[src/hw/rtl/tprs_pkg.sv]
// ----------------------------------------------------------------------------
// tprs_pkg
// shared types and constants of the timed press/release sequencer
// ----------------------------------------------------------------------------
package tprs_pkg;

  // widths
  localparam int TIME_W   = 32;
  localparam int DT_W     = 16;
  localparam int CNT_W    = 8;
  localparam int PROG_W   = 17;
  localparam int QF_W     = 16;
  localparam int T10_W    = 36;
  localparam int KPT_W    = 35;
  localparam int DEN_W    = 44;
  localparam int NUM_W    = 45;
  localparam int STEP_W   = 5;
  localparam int CFG_IDX_W = 3;

  localparam logic [PROG_W-1:0] PROG_ONE = 17'h10000;

  // request kinds
  typedef logic [1:0] req_code_t;
  localparam req_code_t REQ_TICK   = 2'd0;
  localparam req_code_t REQ_START  = 2'd1;
  localparam req_code_t REQ_CANCEL = 2'd2;
  localparam req_code_t REQ_RESET  = 2'd3;

  // sequencer phases
  typedef enum logic [2:0] {
    PH_IDLE    = 3'd0,
    PH_SETTLE  = 3'd1,
    PH_PRESS   = 3'd2,
    PH_RELEASE = 3'd3,
    PH_DONE    = 3'd4,
    PH_FAILED  = 3'd5
  } phase_t;

  // configuration register indexes
  typedef logic [CFG_IDX_W-1:0] cfg_addr_t;
  localparam cfg_addr_t CFG_SETTLE      = 3'd0;
  localparam cfg_addr_t CFG_PRESS_HOLD  = 3'd1;
  localparam cfg_addr_t CFG_REL_HOLD    = 3'd2;
  localparam cfg_addr_t CFG_DEBOUNCE    = 3'd3;
  localparam cfg_addr_t CFG_TIMEOUT     = 3'd4;
  localparam cfg_addr_t CFG_TARGET      = 3'd5;
  localparam cfg_addr_t CFG_CONTACT_EN  = 3'd6;
  localparam cfg_addr_t CFG_ACT_PRESENT = 3'd7;

  typedef struct packed {
    logic [1:0]      req_type;
    logic [DT_W-1:0] elapsed;
    logic            contact;
  } req_item_t;

  typedef struct packed {
    logic              finished;
    logic              success;
    logic              drive_valid;
    logic              pusher_pressed;
    logic [PROG_W-1:0] progress;
    logic [2:0]        phase;
    logic [CNT_W-1:0]  presses_done_count;
  } rsp_item_t;

  typedef struct packed {
    logic [TIME_W-1:0] settle_time;
    logic [TIME_W-1:0] press_hold_time;
    logic [TIME_W-1:0] release_hold_time;
    logic [TIME_W-1:0] debounce_time;
    logic [TIME_W-1:0] timeout_time;
    logic [CNT_W-1:0]  press_count_target;
    logic              contact_enable;
    logic              actuator_present;
  } cfg_t;

  // controller to datapath
  typedef struct packed {
    logic decode;
    logic prep;
    logic mul_num;
    logic mul_den;
    logic div_start;
    logic commit;
  } dp_cmd_t;

  // datapath to controller
  typedef struct packed {
    logic active_tick;
    logic timeout;
    logic div_done;
    logic out_free;
  } dp_status_t;

endpackage

[src/hw/rtl/tprs_cfg.sv]
// ----------------------------------------------------------------------------
// tprs_cfg
// configuration register file, written through the cfg write channel
// ----------------------------------------------------------------------------
module tprs_cfg (
  input  logic                clk,
  input  logic                rst,
  input  logic                cfg_valid,
  output logic                cfg_ready,
  input  tprs_pkg::cfg_addr_t cfg_index,
  input  logic [31:0]         cfg_data,
  output tprs_pkg::cfg_t      cfg
);
  import tprs_pkg::*;

  // writes are always taken
  assign cfg_ready = 1'b1;

  // register writes
  always_ff @(posedge clk) begin
    if (rst) begin
      cfg.settle_time        <= 32'd200000;
      cfg.press_hold_time    <= 32'd300000;
      cfg.release_hold_time  <= 32'd300000;
      cfg.debounce_time      <= 32'd20000;
      cfg.timeout_time       <= 32'd0;
      cfg.press_count_target <= 8'd3;
      cfg.contact_enable     <= 1'b0;
      cfg.actuator_present   <= 1'b1;
    end else if (cfg_valid && cfg_ready) begin
      case (cfg_index)
        CFG_SETTLE:      cfg.settle_time        <= cfg_data;
        CFG_PRESS_HOLD:  cfg.press_hold_time    <= cfg_data;
        CFG_REL_HOLD:    cfg.release_hold_time  <= cfg_data;
        CFG_DEBOUNCE:    cfg.debounce_time      <= cfg_data;
        CFG_TIMEOUT:     cfg.timeout_time       <= cfg_data;
        CFG_TARGET:      cfg.press_count_target <= cfg_data[CNT_W-1:0];
        CFG_CONTACT_EN:  cfg.contact_enable     <= cfg_data[0];
        CFG_ACT_PRESENT: cfg.actuator_present   <= cfg_data[0];
        default: ;
      endcase
    end
  end

endmodule

[src/hw/rtl/tprs_div.sv]
// ----------------------------------------------------------------------------
// tprs_div
// restoring divider for progress, one quotient bit per cycle, clamps at 1.0
// ----------------------------------------------------------------------------
module tprs_div (
  input  logic                          clk,
  input  logic                          rst,
  input  logic                          start,
  input  logic [tprs_pkg::NUM_W-1:0]    num,
  input  logic [tprs_pkg::DEN_W-1:0]    den,
  output logic                          done,
  output logic [tprs_pkg::PROG_W-1:0]   quot
);
  import tprs_pkg::*;

  logic              busy;
  logic [STEP_W-1:0] steps;
  logic [DEN_W-1:0]  rem;
  logic [DEN_W-1:0]  dsr;
  logic [QF_W-1:0]   qbits;
  logic              sat;

  logic [DEN_W:0]    rem2;
  logic [DEN_W-1:0]  diff;
  logic              ge;
  logic [DEN_W-1:0]  rem_next;

  // one restoring step
  always_comb begin
    rem2     = {rem, 1'b0};
    diff     = rem2[DEN_W-1:0] - dsr;
    ge       = rem2 >= {1'b0, dsr};
    rem_next = ge ? diff : rem2[DEN_W-1:0];
  end

  // step counter and done pulse
  always_ff @(posedge clk) begin
    if (rst) begin
      busy  <= 1'b0;
      steps <= '0;
      done  <= 1'b0;
    end else begin
      done <= busy && !start && (steps == STEP_W'(1));
      if (start) begin
        busy  <= 1'b1;
        steps <= STEP_W'(QF_W);
      end else if (busy) begin
        steps <= steps - 1'b1;
        if (steps == STEP_W'(1)) begin
          busy <= 1'b0;
        end
      end
    end
  end

  // remainder and quotient bits
  always_ff @(posedge clk) begin
    if (start) begin
      rem   <= num[DEN_W-1:0];
      dsr   <= den;
      qbits <= '0;
      sat   <= num >= {1'b0, den};
    end else if (busy) begin
      rem   <= rem_next;
      qbits <= {qbits[QF_W-2:0], ge};
    end
  end

  // a ratio of one or more reads as exactly 1.0
  assign quot = sat ? PROG_ONE : {1'b0, qbits};

endmodule

[src/hw/rtl/tprs_dp.sv]
// ----------------------------------------------------------------------------
// tprs_dp
// sequencer datapath: run state, timers, progress arithmetic, result register
// ----------------------------------------------------------------------------
module tprs_dp (
  input  logic                   clk,
  input  logic                   rst,
  input  logic                   req_take,
  input  tprs_pkg::req_item_t    req_data,
  output logic                   rsp_valid,
  input  logic                   rsp_stall,
  output tprs_pkg::rsp_item_t    rsp_data,
  input  tprs_pkg::cfg_t         cfg,
  input  tprs_pkg::dp_cmd_t      cmd,
  output tprs_pkg::dp_status_t   status
);
  import tprs_pkg::*;

  function automatic logic [TIME_W-1:0] sat_add(input logic [TIME_W-1:0] a,
                                                input logic [DT_W-1:0] b);
    logic [TIME_W:0] s;
    s = {1'b0, a} + (TIME_W+1)'(b);
    return s[TIME_W] ? {TIME_W{1'b1}} : s[TIME_W-1:0];
  endfunction

  // run state
  phase_t            phase_reg;
  logic              running;
  logic              done_flag;
  logic              ok_flag;
  logic [CNT_W-1:0]  press_counter;
  logic [TIME_W-1:0] phase_timer;
  logic [TIME_W-1:0] run_timer;
  logic [TIME_W-1:0] stable_timer;
  logic              prev_contact;
  logic [PROG_W-1:0] progress_reg;
  logic              timeout;

  // working registers
  req_item_t         item;
  logic [T10_W-1:0]  t10;
  logic [KPT_W-1:0]  kpt;
  logic              t_zero;
  logic [NUM_W-1:0]  num;
  logic [DEN_W-1:0]  den;

  logic              active_tick;
  logic              out_free;
  logic [TIME_W-1:0] pt_sat;
  logic [TIME_W-1:0] rt_sat;
  logic [TIME_W-1:0] st_sat;
  logic              to_hit;

  logic [TIME_W-1:0] t_sel;
  logic [TIME_W-1:0] pt_min;
  logic [KPT_W-1:0]  pt_ext;
  logic [T10_W-1:0]  t10_next;
  logic [KPT_W-1:0]  kpt_next;
  logic [CNT_W-1:0]  total;
  logic [CNT_W-1:0]  mul_b;
  logic [DEN_W-1:0]  prod;

  logic              div_done;
  logic [PROG_W-1:0] div_q;

  phase_t            phase_next;
  logic              running_next;
  logic              done_next;
  logic              ok_next;
  logic [CNT_W-1:0]  count_next;
  logic [CNT_W-1:0]  count_inc;
  logic [TIME_W-1:0] phase_timer_next;
  logic [TIME_W-1:0] run_timer_next;
  logic [TIME_W-1:0] stable_next;
  logic              prev_next;
  logic [PROG_W-1:0] progress_next;
  logic              drv;
  logic              pressed;
  logic              press_ok;
  rsp_item_t         rsp_next;

  assign active_tick = (item.req_type == REQ_TICK) && running;
  assign out_free    = !rsp_valid || !rsp_stall;

  assign status.active_tick = active_tick;
  assign status.timeout     = timeout;
  assign status.div_done    = div_done;
  assign status.out_free    = out_free;

  // timer advance and timeout check for a tick
  always_comb begin
    pt_sat = sat_add(phase_timer, item.elapsed);
    rt_sat = sat_add(run_timer, item.elapsed);
    st_sat = sat_add(stable_timer, item.elapsed);
    to_hit = (cfg.timeout_time != '0) && (rt_sat >= cfg.timeout_time);
  end

  // phase length and weight for the progress fraction
  always_comb begin
    case (phase_reg)
      PH_SETTLE:  t_sel = cfg.settle_time;
      PH_PRESS:   t_sel = cfg.press_hold_time;
      PH_RELEASE: t_sel = cfg.release_hold_time;
      default:    t_sel = '0;
    endcase
    pt_min   = (phase_timer < t_sel) ? phase_timer : t_sel;
    pt_ext   = KPT_W'(pt_min);
    case (phase_reg)
      PH_SETTLE:  kpt_next = pt_ext;
      PH_PRESS:   kpt_next = (pt_ext << 2) + pt_ext;
      PH_RELEASE: kpt_next = pt_ext << 2;
      default:    kpt_next = '0;
    endcase
    t10_next = (T10_W'(t_sel) << 3) + (T10_W'(t_sel) << 1);
  end

  // shared multiplier, count term first then the denominator
  always_comb begin
    total = (cfg.press_count_target == '0) ? CNT_W'(1) : cfg.press_count_target;
    mul_b = cmd.mul_num ? press_counter : total;
    prod  = DEN_W'(t10) * DEN_W'(mul_b);
  end

  tprs_div u_div (
    .clk   (clk),
    .rst   (rst),
    .start (cmd.div_start),
    .num   (num),
    .den   (den),
    .done  (div_done),
    .quot  (div_q)
  );

  // outcome of the request
  always_comb begin
    phase_next       = phase_reg;
    running_next     = running;
    done_next        = done_flag;
    ok_next          = ok_flag;
    count_next       = press_counter;
    phase_timer_next = phase_timer;
    run_timer_next   = run_timer;
    stable_next      = stable_timer;
    prev_next        = prev_contact;
    progress_next    = progress_reg;
    drv              = 1'b0;
    pressed          = 1'b0;
    press_ok         = cfg.contact_enable && item.contact &&
                       (stable_timer >= cfg.debounce_time);
    count_inc        = (press_counter != {CNT_W{1'b1}}) ? press_counter + 1'b1
                                                        : press_counter;
    case (item.req_type)
      REQ_TICK: begin
        if (running) begin
          drv = cfg.actuator_present;
          if (timeout) begin
            phase_next   = PH_FAILED;
            running_next = 1'b0;
            done_next    = 1'b1;
            ok_next      = 1'b0;
          end else begin
            progress_next = div_q;
            case (phase_reg)
              PH_SETTLE: begin
                if (phase_timer >= cfg.settle_time) begin
                  pressed          = 1'b1;
                  phase_next       = PH_PRESS;
                  phase_timer_next = '0;
                  stable_next      = '0;
                  prev_next        = 1'b0;
                end
              end
              PH_PRESS: begin
                if ((phase_timer >= cfg.press_hold_time) || press_ok) begin
                  phase_next       = PH_RELEASE;
                  phase_timer_next = '0;
                  stable_next      = '0;
                  prev_next        = 1'b0;
                end else begin
                  pressed = 1'b1;
                end
              end
              PH_RELEASE: begin
                if (phase_timer >= cfg.release_hold_time) begin
                  count_next       = count_inc;
                  phase_timer_next = '0;
                  stable_next      = '0;
                  prev_next        = 1'b0;
                  if (count_inc >= cfg.press_count_target) begin
                    running_next  = 1'b0;
                    done_next     = 1'b1;
                    ok_next       = 1'b1;
                    progress_next = PROG_ONE;
                    phase_next    = PH_DONE;
                  end else begin
                    pressed    = 1'b1;
                    phase_next = PH_PRESS;
                  end
                end
              end
              PH_DONE, PH_FAILED: ;
              default: begin
                // running with no active phase cancels
                phase_next   = PH_FAILED;
                running_next = 1'b0;
                done_next    = 1'b1;
                ok_next      = 1'b0;
              end
            endcase
          end
        end
      end
      REQ_START: begin
        if (!cfg.actuator_present) begin
          running_next  = 1'b0;
          done_next     = 1'b1;
          ok_next       = 1'b0;
          progress_next = '0;
          phase_next    = PH_FAILED;
        end else begin
          drv              = 1'b1;
          running_next     = 1'b1;
          done_next        = 1'b0;
          ok_next          = 1'b0;
          count_next       = '0;
          run_timer_next   = '0;
          progress_next    = '0;
          phase_next       = PH_SETTLE;
          phase_timer_next = '0;
          stable_next      = '0;
          prev_next        = 1'b0;
        end
      end
      REQ_CANCEL: begin
        drv          = cfg.actuator_present;
        running_next = 1'b0;
        done_next    = 1'b1;
        ok_next      = 1'b0;
        phase_next   = PH_FAILED;
      end
      default: begin
        // reset request
        drv              = cfg.actuator_present;
        running_next     = 1'b0;
        done_next        = 1'b1;
        ok_next          = 1'b1;
        count_next       = '0;
        phase_timer_next = '0;
        run_timer_next   = '0;
        stable_next      = '0;
        prev_next        = 1'b0;
        progress_next    = '0;
        phase_next       = PH_IDLE;
      end
    endcase

    rsp_next.finished           = done_next || !running_next;
    rsp_next.success            = ok_next;
    rsp_next.drive_valid        = drv;
    rsp_next.pusher_pressed     = drv && pressed;
    rsp_next.progress           = progress_next;
    rsp_next.phase              = phase_next;
    rsp_next.presses_done_count = count_next;
  end

  // run state, timers and result valid
  always_ff @(posedge clk) begin
    if (rst) begin
      phase_reg     <= PH_IDLE;
      running       <= 1'b0;
      done_flag     <= 1'b1;
      ok_flag       <= 1'b1;
      press_counter <= '0;
      phase_timer   <= '0;
      run_timer     <= '0;
      stable_timer  <= '0;
      prev_contact  <= 1'b0;
      progress_reg  <= '0;
      timeout       <= 1'b0;
      rsp_valid     <= 1'b0;
    end else begin
      if (cmd.decode && active_tick) begin
        phase_timer <= pt_sat;
        run_timer   <= rt_sat;
        timeout     <= to_hit;
        if (cfg.contact_enable && !to_hit) begin
          if (item.contact == prev_contact) begin
            stable_timer <= st_sat;
          end else begin
            stable_timer <= '0;
            prev_contact <= item.contact;
          end
        end
      end
      if (cmd.commit && out_free) begin
        phase_reg     <= phase_next;
        running       <= running_next;
        done_flag     <= done_next;
        ok_flag       <= ok_next;
        press_counter <= count_next;
        phase_timer   <= phase_timer_next;
        run_timer     <= run_timer_next;
        stable_timer  <= stable_next;
        prev_contact  <= prev_next;
        progress_reg  <= progress_next;
        rsp_valid     <= 1'b1;
      end else if (!rsp_stall) begin
        rsp_valid <= 1'b0;
      end
    end
  end

  // request capture, progress operands and result payload
  always_ff @(posedge clk) begin
    if (req_take) begin
      item <= req_data;
    end
    if (cmd.prep) begin
      t10    <= t10_next;
      kpt    <= kpt_next;
      t_zero <= (t_sel == '0);
    end
    if (cmd.mul_num) begin
      num <= t_zero ? NUM_W'(press_counter) : NUM_W'(prod) + NUM_W'(kpt);
    end
    if (cmd.mul_den) begin
      den <= t_zero ? DEN_W'(total) : prod;
    end
    if (cmd.commit && out_free) begin
      rsp_data <= rsp_next;
    end
  end

endmodule

[src/hw/rtl/tprs_ctrl.sv]
// ----------------------------------------------------------------------------
// tprs_ctrl
// request sequencer: decode, progress operands, divide, commit
// ----------------------------------------------------------------------------
module tprs_ctrl (
  input  logic                  clk,
  input  logic                  rst,
  input  logic                  req_take,
  output logic                  req_stall,
  input  tprs_pkg::dp_status_t  status,
  output tprs_pkg::dp_cmd_t     cmd
);
  import tprs_pkg::*;

  typedef enum logic [2:0] {
    S_IDLE,
    S_DECODE,
    S_PREP,
    S_MULN,
    S_MULD,
    S_DIVST,
    S_DIVW,
    S_COMMIT
  } state_t;

  state_t state;

  // state, stall and command registers
  always_ff @(posedge clk) begin
    if (rst) begin
      state     <= S_IDLE;
      req_stall <= 1'b0;
      cmd       <= '0;
    end else begin
      case (state)
        S_IDLE: begin
          if (req_take) begin
            state     <= S_DECODE;
            req_stall <= 1'b1;
            cmd       <= '{decode: 1'b1, default: 1'b0};
          end else begin
            cmd <= '0;
          end
        end
        S_DECODE: begin
          if (status.active_tick) begin
            state <= S_PREP;
            cmd   <= '{prep: 1'b1, default: 1'b0};
          end else begin
            state <= S_COMMIT;
            cmd   <= '{commit: 1'b1, default: 1'b0};
          end
        end
        S_PREP: begin
          if (status.timeout) begin
            state <= S_COMMIT;
            cmd   <= '{commit: 1'b1, default: 1'b0};
          end else begin
            state <= S_MULN;
            cmd   <= '{mul_num: 1'b1, default: 1'b0};
          end
        end
        S_MULN: begin
          state <= S_MULD;
          cmd   <= '{mul_den: 1'b1, default: 1'b0};
        end
        S_MULD: begin
          state <= S_DIVST;
          cmd   <= '{div_start: 1'b1, default: 1'b0};
        end
        S_DIVST: begin
          state <= S_DIVW;
          cmd   <= '0;
        end
        S_DIVW: begin
          if (status.div_done) begin
            state <= S_COMMIT;
            cmd   <= '{commit: 1'b1, default: 1'b0};
          end else begin
            cmd <= '0;
          end
        end
        S_COMMIT: begin
          // hold until the result register has room
          if (status.out_free) begin
            state     <= S_IDLE;
            req_stall <= 1'b0;
            cmd       <= '0;
          end else begin
            cmd <= '{commit: 1'b1, default: 1'b0};
          end
        end
        default: begin
          state     <= S_IDLE;
          req_stall <= 1'b0;
          cmd       <= '0;
        end
      endcase
    end
  end

endmodule

[src/hw/rtl/timed_press_release_sequencer_unit.sv]
// ----------------------------------------------------------------------------
// timed_press_release_sequencer_unit
// press/release sequencer with configurable timing, debounce and timeout
// ----------------------------------------------------------------------------
// Each accepted request gives exactly one result. Start, cancel, reset and
// ticks that arrive while no run is active go from decode straight to
// commit. A tick during a run passes decode, operand prep, the multiplier
// passes, the divide and commit, or goes from prep to commit when it hits
// the timeout: the progress fraction comes from a restoring divider that
// retires one quotient bit per cycle, after a shared 36x8 multiplier forms
// its operands in two passes. One request is in work at a time; a finished
// result waits in the output register while the next request is taken.
module timed_press_release_sequencer_unit (
  input  logic                 clk,
  input  logic                 rst,
  input  logic                 req_valid,
  output logic                 req_stall,
  input  tprs_pkg::req_item_t  req_data,
  output logic                 rsp_valid,
  input  logic                 rsp_stall,
  output tprs_pkg::rsp_item_t  rsp_data,
  input  logic                 cfg_valid,
  output logic                 cfg_ready,
  input  tprs_pkg::cfg_addr_t  cfg_index,
  input  logic [31:0]          cfg_data
);
  import tprs_pkg::*;

  cfg_t       cfg;
  dp_cmd_t    cmd;
  dp_status_t status;
  logic       req_take;

  assign req_take = req_valid && !req_stall;

  tprs_cfg u_cfg (
    .clk       (clk),
    .rst       (rst),
    .cfg_valid (cfg_valid),
    .cfg_ready (cfg_ready),
    .cfg_index (cfg_index),
    .cfg_data  (cfg_data),
    .cfg       (cfg)
  );

  tprs_ctrl u_ctrl (
    .clk       (clk),
    .rst       (rst),
    .req_take  (req_take),
    .req_stall (req_stall),
    .status    (status),
    .cmd       (cmd)
  );

  tprs_dp u_dp (
    .clk       (clk),
    .rst       (rst),
    .req_take  (req_take),
    .req_data  (req_data),
    .rsp_valid (rsp_valid),
    .rsp_stall (rsp_stall),
    .rsp_data  (rsp_data),
    .cfg       (cfg),
    .cmd       (cmd),
    .status    (status)
  );

endmodule

[config.mk]
export PLATFORM = sky130hd
export DESIGN_NAME = timed_press_release_sequencer_unit
export DESIGN_NICKNAME = d
export VERILOG_FILES = /design/src/hw/rtl/tprs_pkg.sv /design/src/hw/rtl/tprs_cfg.sv /design/src/hw/rtl/tprs_div.sv /design/src/hw/rtl/tprs_dp.sv /design/src/hw/rtl/tprs_ctrl.sv /design/src/hw/rtl/timed_press_release_sequencer_unit.sv
export SDC_FILE = /design/constraint.sdc
export NUM_CORES = 2
export LEC_CHECK = 0
export ABC_AREA = 1
export BUFFER_PORTS_ARGS = -buffer_cell sky130_fd_sc_hd__buf_2
export CAP_MARGIN = 25
export CORE_MARGIN = 5
export CORE_UTILIZATION = 40
export CTS_CLUSTER_DIAMETER = 100
export DETAILED_ROUTE_END_ITERATION = 8
export PLACE_DENSITY = 0.65
export SLEW_MARGIN = 10
export SYNTH_ARGS = -nofsm -noshare
export SYNTH_HDL_FRONTEND = slang
export SYNTH_HIERARCHICAL = 1
export SYNTH_SLANG_ARGS = --single-unit
export TNS_END_PERCENT = 5
[constraint.sdc]
create_clock -name clk -period 21.8 [get_ports clk]
set_clock_uncertainty 0.05 [all_clocks]
set_input_delay 2.18 -clock clk [delete_from_list [all_inputs] [get_ports clk]]
set_output_delay 2.18 -clock clk [all_outputs]
set_load 0.05 [all_outputs]
==> summary.txt <==
outcome - completed
initial core utilization - 0.4035
routed vias/inst - 5.284
Data required, critical path - 22.17 ns
Die Y - 379.9 um
MaxCap Viol Count - 0
Longest Clk Path Bufs - 3
largest registers - u_cfg/cfg (170), u_dp/num (45)
clk_lat worst skew - 0.69 ns
area grow syn2layout - 8.500%
Worst EP arrival - 8.65 ns
first-pass GRT wire length - 270.1 mm
post-synthesis mux area share - 0
vias in the first global route - 48.39k
crit-path max cell delay - 0.62 ns
cell taking the most area after synthesis - edfxtp_1
Compound-Gate Fraction of Synth Area - 0.1239
initial antenna violation count - 0
setup bufs post-CTS - 0
Via Count - 50.59k
Max Transition Viols Final - 0
sequential cell area fraction in the yosys report - 0.2864
Area contributors post-synth - edfxtp_1, nand2_1, dfxtp_1
Finished Core Util - 0.4378
flip-flop and latch count after synthesis - 633
worst vdd ir - 0.0001187 V
Core Area - 0.1356 sq mm
cells after synthesis - 7,731
Worst Hold Class - reg -> reg
Routed Wire Length - 174.2 mm
fin area - 0.05938 sq mm
Mapped Avg Cell Area - 7.079 sq um
Clock transition at path regs - 0.06 ns
IO Pins - 94
Pleak - 0.02881 uW
row count - 135
drt first pass iters - 8
Port Buffer Count - 92
largest net degree at the start of global routing - 85
total gr overflow - 0
Overall Global Routing Usage - 0.2331
Antenna diodes - 0
H-tree Lvls - 3
CP Launch Type - flip-flop
Synth Area in Simple Gates - 0.2730
Rel. slew slack - 0.3494
CP max FO - 60
Fin. Hold Viols - 0
max FFs per register - 170
Crit Path Class - reg -> reg
setup ws final - 13.51 ns
Post-Synth XOR/XNOR Area - 0.02076
Hold Buf Count CTS - 0
Cell Pwr Density - 120.8 mW/mm^2
number of flops mapped to enable cells by yosys - 300
clock sinks - 633
worst path bufs/invs - 9
f_max - 0.1207 GHz
CTS buffer count - 75
crit path time final - 8.287 ns
share of cells above drive strength 1 - 0.05582
number of remaining DRC errors - 0
DIE AREA - 0.1443 sq mm
combinational family with the most area after synthesis - simple AND/OR/NAND/NOR gates
adder and majority cell fraction of the synthesized area - 0.1893
Mapped Area - 0.05473 sq mm
Biggest register - u_cfg/cfg
Place WS - 13.64 ns
Final ANT Viol Nets - 0
Post-CTS Resized - 0
net count reported at finish - 8,494
Area after DPL - 0.05681 sq mm
Worst-Margin Slew - 0.9670 ns
clk root buf - clkbuf_16
area fraction of the dominant cell type after synthesis - 0.1646
CP max stage cell - buf_4
RePlAce Congestion - 0.9579
Setup crit end kind - flip-flop
Post-synth ARST share - 0
Die X-Extent - 379.9 um
CTS tree - yes
setup TNS - 0 ns
synth unique cells - 73
DP Wirelength - 138.6 mm
most used cell, CP - inv_1
period utilization - 0.3801
Post-Syn Nets - 8,495
Finish-stage setup viols - 0
cell family with most CP delay - adder cells
YS warnings - 6
unrepaired setup endpoints after global routing - no
1st-iter DRT viols - 4,109
Post-synth top flop - dfxtp_1
drt wl/cell - 18.20 um
[routing by layer]
metal / part of all wire / global-route usage / up-vias
li1: - / - / 25030
met1: 0.42 / 0.2951 / 23640
met3: 0.055 / 0.02931 / 368
met5: 0 / 0 / -
met2: 0.47 / 0.3968 / 1559
met4: 0.052 / 0.1072 / 0
[synthesized netlist by cell type (4+ instances only)]
cell,n
ha_1,500
o22ai_1,17
o21ai_0,324
nor2_4,4
nand2_2,21
edfxtp_1,300
and2_1,6
xor2_1,79
a21boi_0,12
clkbuf_1,106
nor2_1,949
clkinv_1,8
nand3_1,477
xnor2_1,47
o21bai_1,24
o221ai_1,4
a22oi_1,27
nand4_1,101
fa_1,205
o21ai_2,40
nor3_1,63
o21ai_1,39
and3_1,9
a21oi_1,575
or2_2,16
buf_1,21
buf_6,17
o31ai_1,8
nor4_1,35
a21o_1,20
o21a_1,45
dfxtp_1,333
o211ai_1,27
nand3b_1,40
buf_4,12
inv_1,1241
a31oi_1,25
nand2_1,1801
a21oi_2,5
inv_2,18
nor2_2,20
nand3_2,10
buf_2,62
[where the power goes]
part | leakage, uW | total (uW) | switching [uW] | internal, uW
sequential | 0.00546 | 1530 | 75.0 | 1460
clock | 0.00123 | 1290 | 549 | 739
combinational | 0.0221 | 4350 | 3020 | 1330
[path summary, 6_finish.rpt]
kind | endpoint | from | cells past startpoint | slack [ns]
max reg2reg | u_dp/num[38] | u_ctrl/cmd[3] | 34 | 13.51
min reg2reg | u_dp/u_div/dsr[18] | u_dp/den[18] | 0 | 0.37
min | u_dp/u_div/dsr[18] | u_dp/den[18] | 0 | 0.37
max | u_dp/num[38] | u_ctrl/cmd[3] | 34 | 13.51
[stage by stage]
| stage | total power [uW] | hold WS (ns) | instances |
|---|---|---|---|
| after floorplan | 4622 | 0.3764 | 7731 |
| after global placement | 5850 | 0.3855 | 9427 |
| after detailed placement | 5878 | 0.3824 | 9431 |
| after CTS | 7190 | 0.3587 | 9571 |
| after global routing | 7752 | 0.3839 | 9574 |
| final | 7170 | 0.3658 | 9574 |
[cells in the final DEF, fill, tap and decap left out, types with 18 or more instances in the layout]
master     synthesis  final
o211ai_1          27     27
xnor2_1           47     47
o21ai_2           40     44
nor2_2            20     28
nand4_1          101    101
nand2_1         1801   1800
dfxtp_1          333    329
buf_2             62     92
a21o_1            20     20
o21bai_1          24     24
o21a_1            45     45
inv_1           1241   1240
nand3b_1          40     40
buf_4             12     43
a21oi_1          575    575
inv_2             18     18
o21ai_1           39     41
edfxtp_1         300    300
fa_1             205    205
nand2_2           21     22
a22oi_1           27     27
ha_1             500    500
nor2_1           949    937
nor3_1            63     63
nand3_1          477    477
nor4_1            35     35
xor2_1            79     79
clkbuf_16          0     78
o21ai_0          324    318
a31oi_1           25     25
[cell families after synthesis]
| group | count (synthesis) |
|---|---|
| buffers and inverters | 1487 |
| xor gates and xnor gates | 128 |
| DFF | 633 |
| and+or+nand+nor | 3566 |
| AOI/OAI and AO/OA | 1211 |
| adders and majority gates | 705 |
| other | 1 |
[layout make-up]
type	instances	area [sq um]
Clock inverter	46	457.9
Inverter	1268	4765
Tap cell	1781	2228
Multi-Input combinational cell	5611	33280
Clock buffer	94	2053
Fill cell	13830	76260
Sequential cell	633	15680
Timing Repair Buffer	141	908.4
Note: power is estimated with default switching activity, not from simulation.
